**src/rtl/assert_macros.svh**
```systemverilog
// assertion macros used by the rtl
`ifndef ASSERT_MACROS_SVH
`define ASSERT_MACROS_SVH

// property holds at every edge out of reset
`define ASSERT_ALWAYS(lbl, clk, rst, prop) \
  lbl: assert property (@(posedge clk) disable iff (rst) (prop)) \
    else $error("assertion failed");

// antecedent implies consequent in the same cycle
`define ASSERT_IMPLIES(lbl, clk, rst, ante, cons) \
  lbl: assert property (@(posedge clk) disable iff (rst) (ante) |-> (cons)) \
    else $error("assertion failed");

`endif

```
**src/rtl/bca_pkg.sv**
```systemverilog
`timescale 1ns / 1ps
`default_nettype none
package bca_pkg;

  localparam int MAX_BLOCKS = 4;
  localparam int MAX_CHUNKS = 256;
  localparam int ROWS_PER_BLK = MAX_CHUNKS / 8;
  localparam int ROWS = MAX_BLOCKS * ROWS_PER_BLK;
  localparam int BLK_W = $clog2(MAX_BLOCKS);
  localparam int BYTE_W = $clog2(ROWS_PER_BLK);
  localparam int ROW_W = BLK_W + BYTE_W;
  localparam int ACT_W = $clog2(MAX_BLOCKS + 1);
  localparam int CNT_W = $clog2(MAX_CHUNKS + 1);
  localparam int SLOTI_W = $clog2(MAX_CHUNKS);
  localparam int SL_W = 14;
  localparam int STRIDE_W = SL_W + CNT_W;
  localparam int DIV_K_W = $clog2(SLOTI_W);

  localparam logic [7:0] BYTE_FULL = 8'hff;

  localparam logic [7:0] REG_CHUNK_SIZE = 8'd0;
  localparam logic [7:0] REG_CHUNK_COUNT = 8'd1;
  localparam logic [7:0] REG_REGION_BASE = 8'd2;
  localparam logic [7:0] REG_HEADER_BYTES = 8'd3;

  typedef enum logic [1:0] {
    ST_OK = 2'd0,
    ST_FULL = 2'd1,
    ST_BAD = 2'd2
  } status_t;

  typedef enum logic {
    CMD_ALLOC = 1'b0,
    CMD_FREE = 1'b1
  } cmd_t;

  typedef enum logic [3:0] {
    S_IDLE,
    S_A_RD,
    S_A_CHK,
    S_A_NEW,
    S_F_PREP,
    S_F_BLK,
    S_F_DIV,
    S_F_RD,
    S_F_WR,
    S_MUL,
    S_MUL2,
    S_SUM,
    S_OUT
  } state_t;

  typedef struct packed {
    logic [12:0] payload_size;
    logic [8:0] chunk_count;
    logic [31:0] region_base;
    logic [3:0] header_bytes;
  } cfg_t;

  typedef struct packed {
    cmd_t op;
    logic [31:0] addr;
  } q_item_t;

endpackage
`default_nettype wire

```
**src/rtl/bca_front.sv**
```systemverilog
`timescale 1ns / 1ps
`default_nettype none
module bca_front (
  input wire logic clk,
  input wire logic rst,
  input wire logic in_valid,
  output logic in_stall,
  input wire logic cmd,
  input wire logic [31:0] chunk_address,
  output logic q_valid,
  output bca_pkg::q_item_t q_item,
  input wire logic q_pop
);
  import bca_pkg::*;

  q_item_t slots [2];
  logic wptr;
  logic rptr;
  logic [1:0] fill;
  logic push;
  q_item_t item_in;

  always_comb begin
    item_in.op = (cmd == 1'b1) ? CMD_FREE : CMD_ALLOC;
    item_in.addr = (cmd == 1'b1) ? chunk_address : 32'd0;
  end

  assign in_stall = (fill == 2'd2);
  assign push = in_valid && !in_stall;
  assign q_valid = (fill != 2'd0);
  assign q_item = slots[rptr];

  always_ff @(posedge clk) begin
    if (push) begin
      slots[wptr] <= item_in;
    end
  end

  always_ff @(posedge clk) begin
    if (rst) begin
      wptr <= 1'b0;
      rptr <= 1'b0;
      fill <= 2'd0;
    end else begin
      if (push) begin
        wptr <= ~wptr;
      end
      if (q_pop && q_valid) begin
        rptr <= ~rptr;
      end
      fill <= fill + {1'b0, push} - {1'b0, q_pop && q_valid};
    end
  end

endmodule
`default_nettype wire

```
**src/rtl/bca_back.sv**
```systemverilog
`timescale 1ns / 1ps
`default_nettype none
`include "assert_macros.svh"
module bca_back (
  input wire logic clk,
  input wire logic rst,
  input wire bca_pkg::cfg_t cfg,
  input wire logic q_valid,
  input wire bca_pkg::q_item_t q_item,
  output logic q_pop,
  output logic out_valid,
  input wire logic out_stall,
  output logic [1:0] status,
  output logic [31:0] result_address,
  output logic [1:0] block_index,
  output logic [7:0] slot_index
);
  import bca_pkg::*;

  state_t state;
  state_t state_next;

  logic [7:0] mem [ROWS];
  logic [ROWS-1:0] row_vld;
  logic [7:0] rd_data;
  logic rd_vld;
  logic mem_re;
  logic mem_we;
  logic [ROW_W-1:0] mem_row;
  logic [7:0] mem_wdata;

  logic [ACT_W-1:0] act;
  logic [BLK_W-1:0] blk_r;
  logic [BYTE_W-1:0] byte_r;
  logic [SLOTI_W-1:0] slot_r;
  logic [ACT_W-1:0] fblk;
  logic [31:0] addr_r;
  logic [31:0] off;
  logic [STRIDE_W-1:0] stride_r;
  logic [STRIDE_W-1:0] rem;
  logic [DIV_K_W-1:0] div_k;
  logic [STRIDE_W-1:0] prod_i;
  logic [31:0] prod_b;
  status_t st_r;
  logic [31:0] res_r;

  logic [12:0] cs_eff;
  logic [SL_W-1:0] sl;
  logic [8:0] c8;
  logic [9:0] c_rnd;
  logic [CNT_W-1:0] cnt;
  logic [CNT_W-4:0] nbytes;
  logic [7:0] cur;
  logic [2:0] low;
  logic last_byte;
  logic [STRIDE_W-1:0] dvs;
  logic load_out;

  always_comb begin
    cs_eff = (cfg.payload_size == 13'd0) ? 13'd1 : cfg.payload_size;
    sl = {1'b0, cs_eff} + {10'd0, cfg.header_bytes};
    c8 = (cfg.chunk_count < 9'd8) ? 9'd8 : cfg.chunk_count;
    c_rnd = ({1'b0, c8} + 10'd7) & ~10'd7;
    cnt = (c_rnd > 10'(MAX_CHUNKS)) ? CNT_W'(MAX_CHUNKS) : c_rnd[CNT_W-1:0];
    nbytes = cnt[CNT_W-1:3];
    cur = rd_vld ? rd_data : BYTE_FULL;
    low = 3'd0;
    for (int i = 7; i >= 0; i--) begin
      if (cur[i]) begin
        low = 3'(i);
      end
    end
    last_byte = (({1'b0, byte_r} + 1'b1) >= nbytes);
    dvs = STRIDE_W'(sl) << div_k;
    load_out = !out_valid || !out_stall;
  end

  always_comb begin
    state_next = state;
    unique case (state)
      S_IDLE: begin
        if (q_valid) begin
          state_next = (q_item.op == CMD_FREE) ? S_F_PREP : S_A_RD;
        end
      end
      S_A_RD: state_next = S_A_CHK;
      S_A_CHK: begin
        priority if (cur != 8'd0) begin
          state_next = S_MUL;
        end else if (!last_byte || blk_r != '0) begin
          state_next = S_A_RD;
        end else if (act < ACT_W'(MAX_BLOCKS)) begin
          state_next = S_A_NEW;
        end else begin
          state_next = S_OUT;
        end
      end
      S_A_NEW: state_next = S_MUL;
      S_F_PREP: state_next = S_F_BLK;
      S_F_BLK: begin
        if (fblk == act || off < 32'(stride_r)) begin
          state_next = (fblk == act) ? S_OUT : S_F_DIV;
        end
      end
      S_F_DIV: begin
        if (div_k == '0) begin
          state_next = S_F_RD;
        end
      end
      S_F_RD: state_next = (rem == '0) ? S_F_WR : S_OUT;
      S_F_WR: state_next = S_OUT;
      S_MUL: state_next = S_MUL2;
      S_MUL2: state_next = S_SUM;
      S_SUM: state_next = S_OUT;
      S_OUT: begin
        if (load_out) begin
          state_next = S_IDLE;
        end
      end
      default: state_next = S_IDLE;
    endcase
  end

  always_comb begin
    q_pop = 1'b0;
    mem_re = 1'b0;
    mem_we = 1'b0;
    mem_row = {blk_r, byte_r};
    mem_wdata = cur;
    unique case (state)
      S_IDLE: q_pop = q_valid;
      S_A_RD: mem_re = 1'b1;
      S_A_CHK: begin
        mem_we = (cur != 8'd0);
        mem_wdata = cur & ~(8'd1 << low);
      end
      S_A_NEW: begin
        mem_we = 1'b1;
        mem_row = {act[BLK_W-1:0], BYTE_W'(0)};
        mem_wdata = BYTE_FULL & ~8'd1;
      end
      S_F_RD: begin
        mem_re = (rem == '0);
        mem_row = {blk_r, slot_r[SLOTI_W-1:3]};
      end
      S_F_WR: begin
        mem_we = 1'b1;
        mem_row = {blk_r, slot_r[SLOTI_W-1:3]};
        mem_wdata = cur | (8'd1 << slot_r[2:0]);
      end
      default: begin
      end
    endcase
  end

  always_ff @(posedge clk) begin
    if (mem_we) begin
      mem[mem_row] <= mem_wdata;
    end
    if (mem_re) begin
      rd_data <= mem[mem_row];
    end
  end

  always_ff @(posedge clk) begin
    if (rst) begin
      row_vld <= '0;
      rd_vld <= 1'b0;
      act <= ACT_W'(1);
    end else begin
      if (mem_re) begin
        rd_vld <= row_vld[mem_row];
      end
      if (state == S_A_NEW) begin
        for (int i = 0; i < ROWS_PER_BLK; i++) begin
          row_vld[{act[BLK_W-1:0], BYTE_W'(i)}] <= 1'b0;
        end
        act <= act + 1'b1;
      end
      if (mem_we) begin
        row_vld[mem_row] <= 1'b1;
      end
    end
  end

  always_ff @(posedge clk) begin
    unique case (state)
      S_IDLE: begin
        addr_r <= q_item.addr;
        blk_r <= BLK_W'(act - 1'b1);
        byte_r <= '0;
        slot_r <= '0;
        st_r <= ST_OK;
        res_r <= 32'd0;
      end
      S_A_CHK: begin
        priority if (cur != 8'd0) begin
          slot_r <= {byte_r, low};
        end else if (!last_byte) begin
          byte_r <= byte_r + 1'b1;
        end else if (blk_r != '0) begin
          blk_r <= blk_r - 1'b1;
          byte_r <= '0;
        end else begin
          st_r <= ST_FULL;
          blk_r <= '0;
          slot_r <= '0;
        end
      end
      S_A_NEW: begin
        st_r <= ST_OK;
        blk_r <= act[BLK_W-1:0];
        slot_r <= '0;
      end
      S_F_PREP: begin
        stride_r <= STRIDE_W'(sl) * STRIDE_W'(cnt);
        off <= addr_r - cfg.region_base - {28'd0, cfg.header_bytes};
        fblk <= '0;
      end
      S_F_BLK: begin
        priority if (fblk == act) begin
          st_r <= ST_BAD;
          blk_r <= '0;
        end else if (off < 32'(stride_r)) begin
          blk_r <= fblk[BLK_W-1:0];
          rem <= off[STRIDE_W-1:0];
          div_k <= DIV_K_W'(SLOTI_W - 1);
        end else begin
          off <= off - 32'(stride_r);
          fblk <= fblk + 1'b1;
        end
      end
      S_F_DIV: begin
        if (rem >= dvs) begin
          rem <= rem - dvs;
          slot_r[div_k] <= 1'b1;
        end
        div_k <= div_k - 1'b1;
      end
      S_F_RD: begin
        if (rem != '0) begin
          st_r <= ST_BAD;
          blk_r <= '0;
          slot_r <= '0;
        end
      end
      S_MUL: begin
        stride_r <= STRIDE_W'(sl) * STRIDE_W'(cnt);
        prod_i <= STRIDE_W'(slot_r) * STRIDE_W'(sl);
      end
      S_MUL2: prod_b <= 32'(blk_r) * 32'(stride_r);
      S_SUM: begin
        res_r <= cfg.region_base + prod_b + 32'(prod_i) + {28'd0, cfg.header_bytes};
      end
      default: begin
      end
    endcase
  end

  always_ff @(posedge clk) begin
    if (rst) begin
      state <= S_IDLE;
      out_valid <= 1'b0;
    end else begin
      state <= state_next;
      if (state == S_OUT && load_out) begin
        out_valid <= 1'b1;
      end else if (!out_stall) begin
        out_valid <= 1'b0;
      end
    end
  end

  always_ff @(posedge clk) begin
    if (state == S_OUT && load_out) begin
      status <= st_r;
      result_address <= res_r;
      block_index <= 2'(blk_r);
      slot_index <= 8'(slot_r);
    end
  end

  `ASSERT_ALWAYS(a_act_range, clk, rst, act >= ACT_W'(1) && act <= ACT_W'(MAX_BLOCKS))
  `ASSERT_IMPLIES(a_we_state, clk, rst, mem_we,
    state == S_A_CHK || state == S_A_NEW || state == S_F_WR)
  `ASSERT_IMPLIES(a_full_zero, clk, rst, out_valid && status != ST_OK,
    result_address == 32'd0 && block_index == 2'd0 && slot_index == 8'd0)

endmodule
`default_nettype wire

```
**src/rtl/bitmap_chunk_allocator.sv**
```systemverilog
`timescale 1ns / 1ps
`default_nettype none
// Fixed-size chunk allocator over four blocks of up to 256 chunks each, with a free
// bitmap kept in a 128-byte memory. Requests enter a two-entry queue and are carried
// out one at a time. An allocate reads the bitmap one byte at a time, newest block
// first, checking each byte after it is read, and opens a new block when every active
// block is full and fewer than four are in use. A free steps past whole blocks by
// subtracting the block stride, then finds the slot by an eight-step division.
// Configuration is written through cfg_valid/cfg_ready (always ready) and must only
// change while the block is idle.
module bitmap_chunk_allocator (
  input wire logic clk,
  input wire logic rst,
  input wire logic cfg_valid,
  output logic cfg_ready,
  input wire logic [7:0] cfg_index,
  input wire logic [31:0] cfg_data,
  input wire logic in_valid,
  output logic in_stall,
  input wire logic cmd,
  input wire logic [31:0] chunk_address,
  output logic out_valid,
  input wire logic out_stall,
  output logic [1:0] status,
  output logic [31:0] result_address,
  output logic [1:0] block_index,
  output logic [7:0] slot_index
);
  import bca_pkg::*;

  cfg_t cfg;
  logic q_valid;
  q_item_t q_item;
  logic q_pop;

  assign cfg_ready = 1'b1;

  always_ff @(posedge clk) begin
    if (rst) begin
      cfg.payload_size <= 13'd64;
      cfg.chunk_count <= 9'd64;
      cfg.region_base <= 32'd0;
      cfg.header_bytes <= 4'd4;
    end else if (cfg_valid && cfg_ready) begin
      unique case (cfg_index)
        REG_CHUNK_SIZE: cfg.payload_size <= cfg_data[12:0];
        REG_CHUNK_COUNT: cfg.chunk_count <= cfg_data[8:0];
        REG_REGION_BASE: cfg.region_base <= cfg_data;
        REG_HEADER_BYTES: cfg.header_bytes <= cfg_data[3:0];
        default: begin
        end
      endcase
    end
  end

  bca_front u_front (
    .clk(clk),
    .rst(rst),
    .in_valid(in_valid),
    .in_stall(in_stall),
    .cmd(cmd),
    .chunk_address(chunk_address),
    .q_valid(q_valid),
    .q_item(q_item),
    .q_pop(q_pop)
  );

  bca_back u_back (
    .clk(clk),
    .rst(rst),
    .cfg(cfg),
    .q_valid(q_valid),
    .q_item(q_item),
    .q_pop(q_pop),
    .out_valid(out_valid),
    .out_stall(out_stall),
    .status(status),
    .result_address(result_address),
    .block_index(block_index),
    .slot_index(slot_index)
  );

endmodule
`default_nettype wire
```
**config.mk**
```make
export PLATFORM = sky130hd
export DESIGN_NAME = bitmap_chunk_allocator
export DESIGN_NICKNAME = d
export VERILOG_FILES = /design/src/rtl/bca_pkg.sv /design/src/rtl/bca_front.sv /design/src/rtl/bca_back.sv /design/src/rtl/bitmap_chunk_allocator.sv
export VERILOG_INCLUDE_DIRS = /design/src /design/src/rtl
export SDC_FILE = /design/constraint.sdc
export NUM_CORES = 2
export LEC_CHECK = 0
export ABC_AREA = 1
export BUFFER_PORTS_ARGS = -buffer_cell sky130_fd_sc_hd__buf_4
export CAP_MARGIN = 20
export CORE_ASPECT_RATIO = 0.75
export CORE_MARGIN = 4
export CORE_UTILIZATION = 45
export CTS_CLUSTER_SIZE = 12
export DETAILED_ROUTE_END_ITERATION = 12
export HOLD_SLACK_MARGIN = 0.1
export PLACE_DENSITY_LB_ADDON = 0.12
export SETUP_SLACK_MARGIN = 0.4
export SLEW_MARGIN = 20
export SYNTH_ARGS = -nofsm -noshare
export SYNTH_HDL_FRONTEND = slang
export SYNTH_SLANG_ARGS = --single-unit
```
**constraint.sdc**
```tcl
create_clock -name clk -period 7.8 [get_ports clk]
set_clock_uncertainty 0.15 [all_clocks]
set_input_delay 1.17 -clock clk [delete_from_list [all_inputs] [get_ports clk]]
set_output_delay 1.17 -clock clk [all_outputs]
set_load 0.1 [all_outputs]
```
# After elaboration in Yosys (flattened, before gate mapping)
# Memories as Yosys holds them, arrays and structs flattened. A register that Yosys moved wholly into a read port is not among the register bits.
# Cells that the tools add are included.
# op_classes
n_bitwise,71
n_shift,3
eq_ne,35
multipliers,3
reduce_logical,77
n_addsub,18
magnitude_cmp,74
muxes,148
# ops
op,n
$and A128 B128 Y128,32
$mux W128,3
$lt A7 B8 Y1 const B,33
$ge A7 B1 Y1 const B,33
$not A100 Y128,1
$not A101 Y128,1
$not A102 Y128,1
$not A103 Y128,1
$not A104 Y128,1
$not A105 Y128,1
$not A106 Y128,1
$not A107 Y128,1
$not A108 Y128,1
$not A109 Y128,1
$not A110 Y128,1
$not A111 Y128,1
$not A112 Y128,1
$not A113 Y128,1
$not A114 Y128,1
$not A115 Y128,1
$not A116 Y128,1
$not A117 Y128,1
$not A118 Y128,1
$not A119 Y128,1
other kinds (103),308
# word_totals
wordCells,460
register_bits,455
memories,2
ramBits,1090
out_inout_bits,47
inputBits,78
# mem_list
name,words,width,rd,rd_clocked_by_memory_dff,wr,line_no,source
u_back.mem,128,8,1,1,1,bca_back.sv:23,logic [7:0] mem [ROWS];
u_front.slots,2,33,1,1,1,bca_front.sv:16,q_item_t slots [2];

# Depth between registers and ports, before layout
# depth
ltp_word,41
depth_mapped,32
depth_no_buf,32

# Hierarchy
# From an unflattened synthesis, not the netlist that was laid out.
# unflattened
cells_unflattened,8062
hier_area_um2,77655.7
# by_module_without_submodules
mod,cells_each,instances,seq_area_each_um2,area_each_um2
bca_back,7487,1,41239.6,72079.1
bca_front,209,1,2082.0,3044.2
bitmap_chunk_allocator,366,1,1161.1,2532.4

# Worst setup path after synthesis
# No wires, ideal clock.
# synth_path
kind,register to register
start,reg u_back.state[3]
end,"mem u_back.mem[0][3], data pin"
stages_incl_launch_ff,7
path_buffers,1
t_required_ps,6453
setup_slack_ps,514
t_arrival_ps,5939
period_less_slack_ps,7286
setup_ps,1197
path_cell_list,dfxtp_1 nor2_2 nand2_4 inv_1 buf_4 nor2_1 o21ai_0
# synth_via
elab_chain_cells,2
word_cells_on_any_way,4
classes_between,3 x eq/ne; 1 x mux
# synth_rtl
element,line_no,source
"start, declared",bca_back.sv:20,state_t state;
"start signal, assigned",bca_back.sv:265,state <= state_next;
$eq A4 B4 Y1 or $eq A4 B2 Y1 (tied branches),bca_back.sv:130,unique case (state)
$pmux W8 S3 (*),bca_back.sv:130,
net u_back.mem_wdata[3],bca_back.sv:30,logic [7:0] mem_wdata;
"end, declared",bca_back.sv:23,
# Mark *: on every way through the listed nets, which the timed path passes. The rest lies on a longest branch.

# Final worst setup path
# layout_path
start,"reg, netlist name cfg[52]"
end,reg u_back.slot_r[7] (enable)
# layout_via
elab_chain_cells,7
# layout_rtl
element,line_no,source
$logic_not A13 Y1,bca_back.sv:60,cs_eff = (cfg.payload_size == 13'd0) ? 13'd1 : cfg.payload_size;
$mux W13 (*),bca_back.sv:60,
$add A13 B4 Y14 (*),bca_back.sv:61,"sl = {1'b0, cs_eff} + {10'd0, cfg.header_bytes};"
$shl A14 B3 Y23 (*),bca_back.sv:74,dvs = STRIDE_W'(sl) << div_k;
$ge A23 B23 Y1 (*),bca_back.sv:234,if (rem >= dvs) begin
$ne A2 B1 Y1 (no source line) (*),n/a,
$reduce_and A5 Y1 (no source line) (*),n/a,
"end signal, assigned",bca_back.sv:198,"slot_r <= {byte_r, low};"
"end, declared",bca_back.sv:35,logic [SLOTI_W-1:0] slot_r;
# Mark *: on every way between the ends. The rest lies on a longest branch, timed or not.
# A chain may end at the register's enable or synchronous reset.

==> summary.txt <==
Drt
  – Via/cell ratio: 5.497
  – First-pass DRT Iterations: 6
  – Initial DRC Count: 6363
  – # DRC: 0
  – Post-DRT Antenna Nets: 0
  – Vias: 56560
  – Post-Route WL: 235600 um
  – Routed WL per cell: 22.90 um

Clocking
  – Worst-Skew Late Latency: 0.82 ns
  – Total CTS buffers: 161
  – CTS tree: yes
  – Clock Path Buffers: 3
  – Clock sink count: 1548
  – Clock Root Buffer: clkbuf_16
  – Clock Pin Slew Worst Setup and Hold Paths: 0.06 ns
  – Hold_buf cts: 0
  – CTS H-tree depth: 4

Die
  – Die Span Y: 365.1 um
  – Row count: 130
  – I/O pins: 125
  – Core Region: 0.1682 mm2
  – Die width: 484.1 um
  – Initial Utilization: 45.49%
  – Die ar.: 0.1768 mm2

Cells and area
  – Layout Nets: 8416
  – Layout overhead on the synthesized area: 11.32%
  – Share of cells above drive strength 1: 7.363%
  – Final cell utilization of the core: 50.64%

Worst setup path
  – CP Launch Type: flip-flop
  – Buffers and inverters on the worst path: 2
  – Worst Setup Path Type: reg2reg
  – Slowest-stage cell, CP: o21ai_0
  – Delay-heaviest family, CP: compound AO/OA/AOI/OAI gates
  – Worst setup EP type: flip-flop
  – CP Max Fanout: 10
  – Critical path data required time: 8.05 ns
  – Crit path arrival time: 7.27 ns
  – Most used cell, CP: nand2_1
  – Max incr delay on CP: 0.88 ns

Yosys
  – Seq/Total Area, Yosys: 58.14%
  – Post-synthesis compound-gate area fraction: 8.265%
  – Yosys top cell area share: 52.91%
  – Post-Synth XOR/XNOR Area: 1.156%
  – Adder-Cell Fraction of Synth Area: 8.546%
  – Post-Syn Nets: 8319
  – Gate Count Post-Synth: 7809
  – Yosys warns: 0
  – Synth top cells by count: 2331 x nand2_1, 1348 x edfxtp_1, 834 x nor2_1
  – Asr flop ratio synth: 0%
  – Post-synthesis simple-gate area fraction: 18.41%
  – Number of synthesized flops with an enable pin: 1348
  – Largest family of logic cells by synthesized area: simple AND/OR/NAND/NOR gates
  – Yosys cell types: 63
  – Mapped cell area: 0.07651 mm2
  – Mean post-synth cell area: 9.798 um2
  – Area contributors post-synth: edfxtp_1 53%, nand2_1 11%, dfxtp_1 5.2%
  – Synthesis-stage register bit count: 1548
  – Mux cell area share after synthesis: 0.01308%
  – Main flop type after synthesis: edfxtp_1
  – Yosys top cell by area: edfxtp_1
  – Most common cell in the netlist: nand2_1

Timing
  – Worst slew pin tran: 1.240 ns
  – Final Slew Violations: 0
  – Normalized max-slew margin: 16.44%
  – Final hold violations: 0
  – Fin crit period: 7.023 ns
  – Setup repair after global routing missed its margin: yes
  – Final Cycle Share: 90.04%
  – Worst Setup Slack, final: 0.7767 ns
  – Min Hold Slack: 0.2342 ns
  – Setup TNS: 0 ns
  – Final setup fails: 0
  – Max Freq: 142.4 MHz

Placed design
  – RePlAce Congestion: 0.9608
  – Dpl hpwl: 155900 um
  – Pre-CTS WS: 0.4638 ns
  – IO buf count: 123

Status
  – Outcome: complete, no violations

Global routing
  – Total track usage: 26.21%
  – Global-route wire length before repair: 346100 um
  – Pin count of the biggest net entering global routing: 123
  – Initial antenna violation count: 11
  – Aggregate global routing overflow: 0
  – Vias in the first global route: 52410

Worst hold path
  – Hold Path Class: reg2reg

Run
  – Max Cap Violations: 0

Pwr
  – P_leak: 34.83 nW
  – Max IR drop VDD: 287.1 uV
  – Part of the power in the clock network: 26.4%
  – Internal power: 17.21 mW
  – Sw frac: 40.40%
  – Sw power: 11.67 mW
  – Share of power burned in registers: 36.9%
  – PD cells: 339.0 mW/mm2
  – Comb pwr share: 36.8%
==> metal layers <==
metal	wire, um	vias to the layer above	part of all wire [%]	global-route usage, %
met5	154	-	0.065	0.4831
met3	25650	273	11	6.823
met1	111400	27680	47	41.23
met2	94690	2370	40	36.19
met4	3752	8	1.6	5.094
li1	-	26230	-	-
==> layout by cell type, fill, tap and decap left out, drive strengths merged, types with 6 or more instances in the layout <==
master | Yosys | final
clkbuf | 134 | 260
nand4 | 59 | 59
o21a | 24 | 24
a22oi | 37 | 37
fa | 151 | 151
xor2 | 50 | 50
o31ai | 6 | 6
o21ai | 381 | 381
a21boi | 11 | 11
xnor2 | 51 | 51
nor4 | 17 | 17
o211ai | 17 | 17
o21bai | 8 | 8
nand3b | 10 | 10
dfxtp | 200 | 200
or2 | 14 | 14
nand3 | 159 | 159
a21o | 17 | 17
nand2 | 2346 | 2346
edfxtp | 1348 | 1348
ha | 281 | 281
nor2 | 886 | 886
clkinv | 6 | 34
buf | 165 | 233
o22ai | 10 | 10
o221ai | 7 | 7
inv | 724 | 727
a31oi | 31 | 31
nor3 | 35 | 35
a21oi | 588 | 588
==> layout make-up <==
type                       instances  area, um2
antenna                            4      10.01
tap                             2244       2808
clock buffer                     260       4731
timing repair buffer             233       1894
clock inverter                    37      452.9
multi-input combinational       5232      28050
sequential                      1548      44480
fill                           15490      83010
inverter                         730       2740
==> path summary, 6_finish.rpt <==
path	startpoint	to	slack (ns)	cells after the start
max	cfg[52]	u_back.slot_r[7]	0.78	25
min	u_back.res_r[11]	u_back.result_address[11]	0.23	0
min reg2reg	u_back.res_r[11]	u_back.result_address[11]	0.23	0
max reg2reg	cfg[52]	u_back.slot_r[7]	0.78	25
==> timing repair <==
action	4_1_cts	5_1_grt
resized for setup	0	12
setup endpoints to repair	0	37
setup buffers	0	1
==> metrics by stage <==
stage               area (um2)  total power, mW  instances
CTS                      85090            28.88      10280
detailed placement       79900            21.26       9985
global placement         79880            21.19       9984
finish                   85170            28.87      10290
global route             85160            30.37      10280
floorplan                76510            17.31       7809
==> power by group through the flow <==
| stage | logic, mW | clock network (mW) | registers, mW |
|---|---|---|---|
| after floorplan | 6.51 | 0 | 10.8 |
| after global placement | 10.4 | 0 | 10.8 |
| after detailed placement | 10.5 | 0 | 10.8 |
| after CTS | 10.5 | 7.73 | 10.6 |
| after global routing | 11.6 | 8.10 | 10.7 |
| final | 10.6 | 7.62 | 10.6 |
==> kinds of logic (layout without fill, tap and decap cells) <==
family	Yosys count	count (layout)
simple gates	3533	3533
flops	1548	1548
compound gates	1164	1164
buf+inv	1029	1260
fa+ha+maj	432	432
xor+xnor	101	101
other cells	1	5
mux	1	1
==> flip-flops by register name, summed over array words and instances, names as in the netlist, 3 cells and up, named ones only <==
signal and count:
u_back.rem 23, u_back.stride_r 20, u_back.addr_r 32, u_back.result_address 32, u_front.slots 66, u_back.prod_b 22
u_back.mem 1024, u_back.slot_index 8, u_back.rd_data 8, u_back.slot_r 8, u_back.off 32, u_back.fblk 3
u_back.byte_r 5, u_back.state 4, u_back.row_vld 128, cfg 58, u_back.prod_i 22, u_back.div_k 3
u_back.act 3, u_back.res_r 32
(Power assumes the default switching activity.)
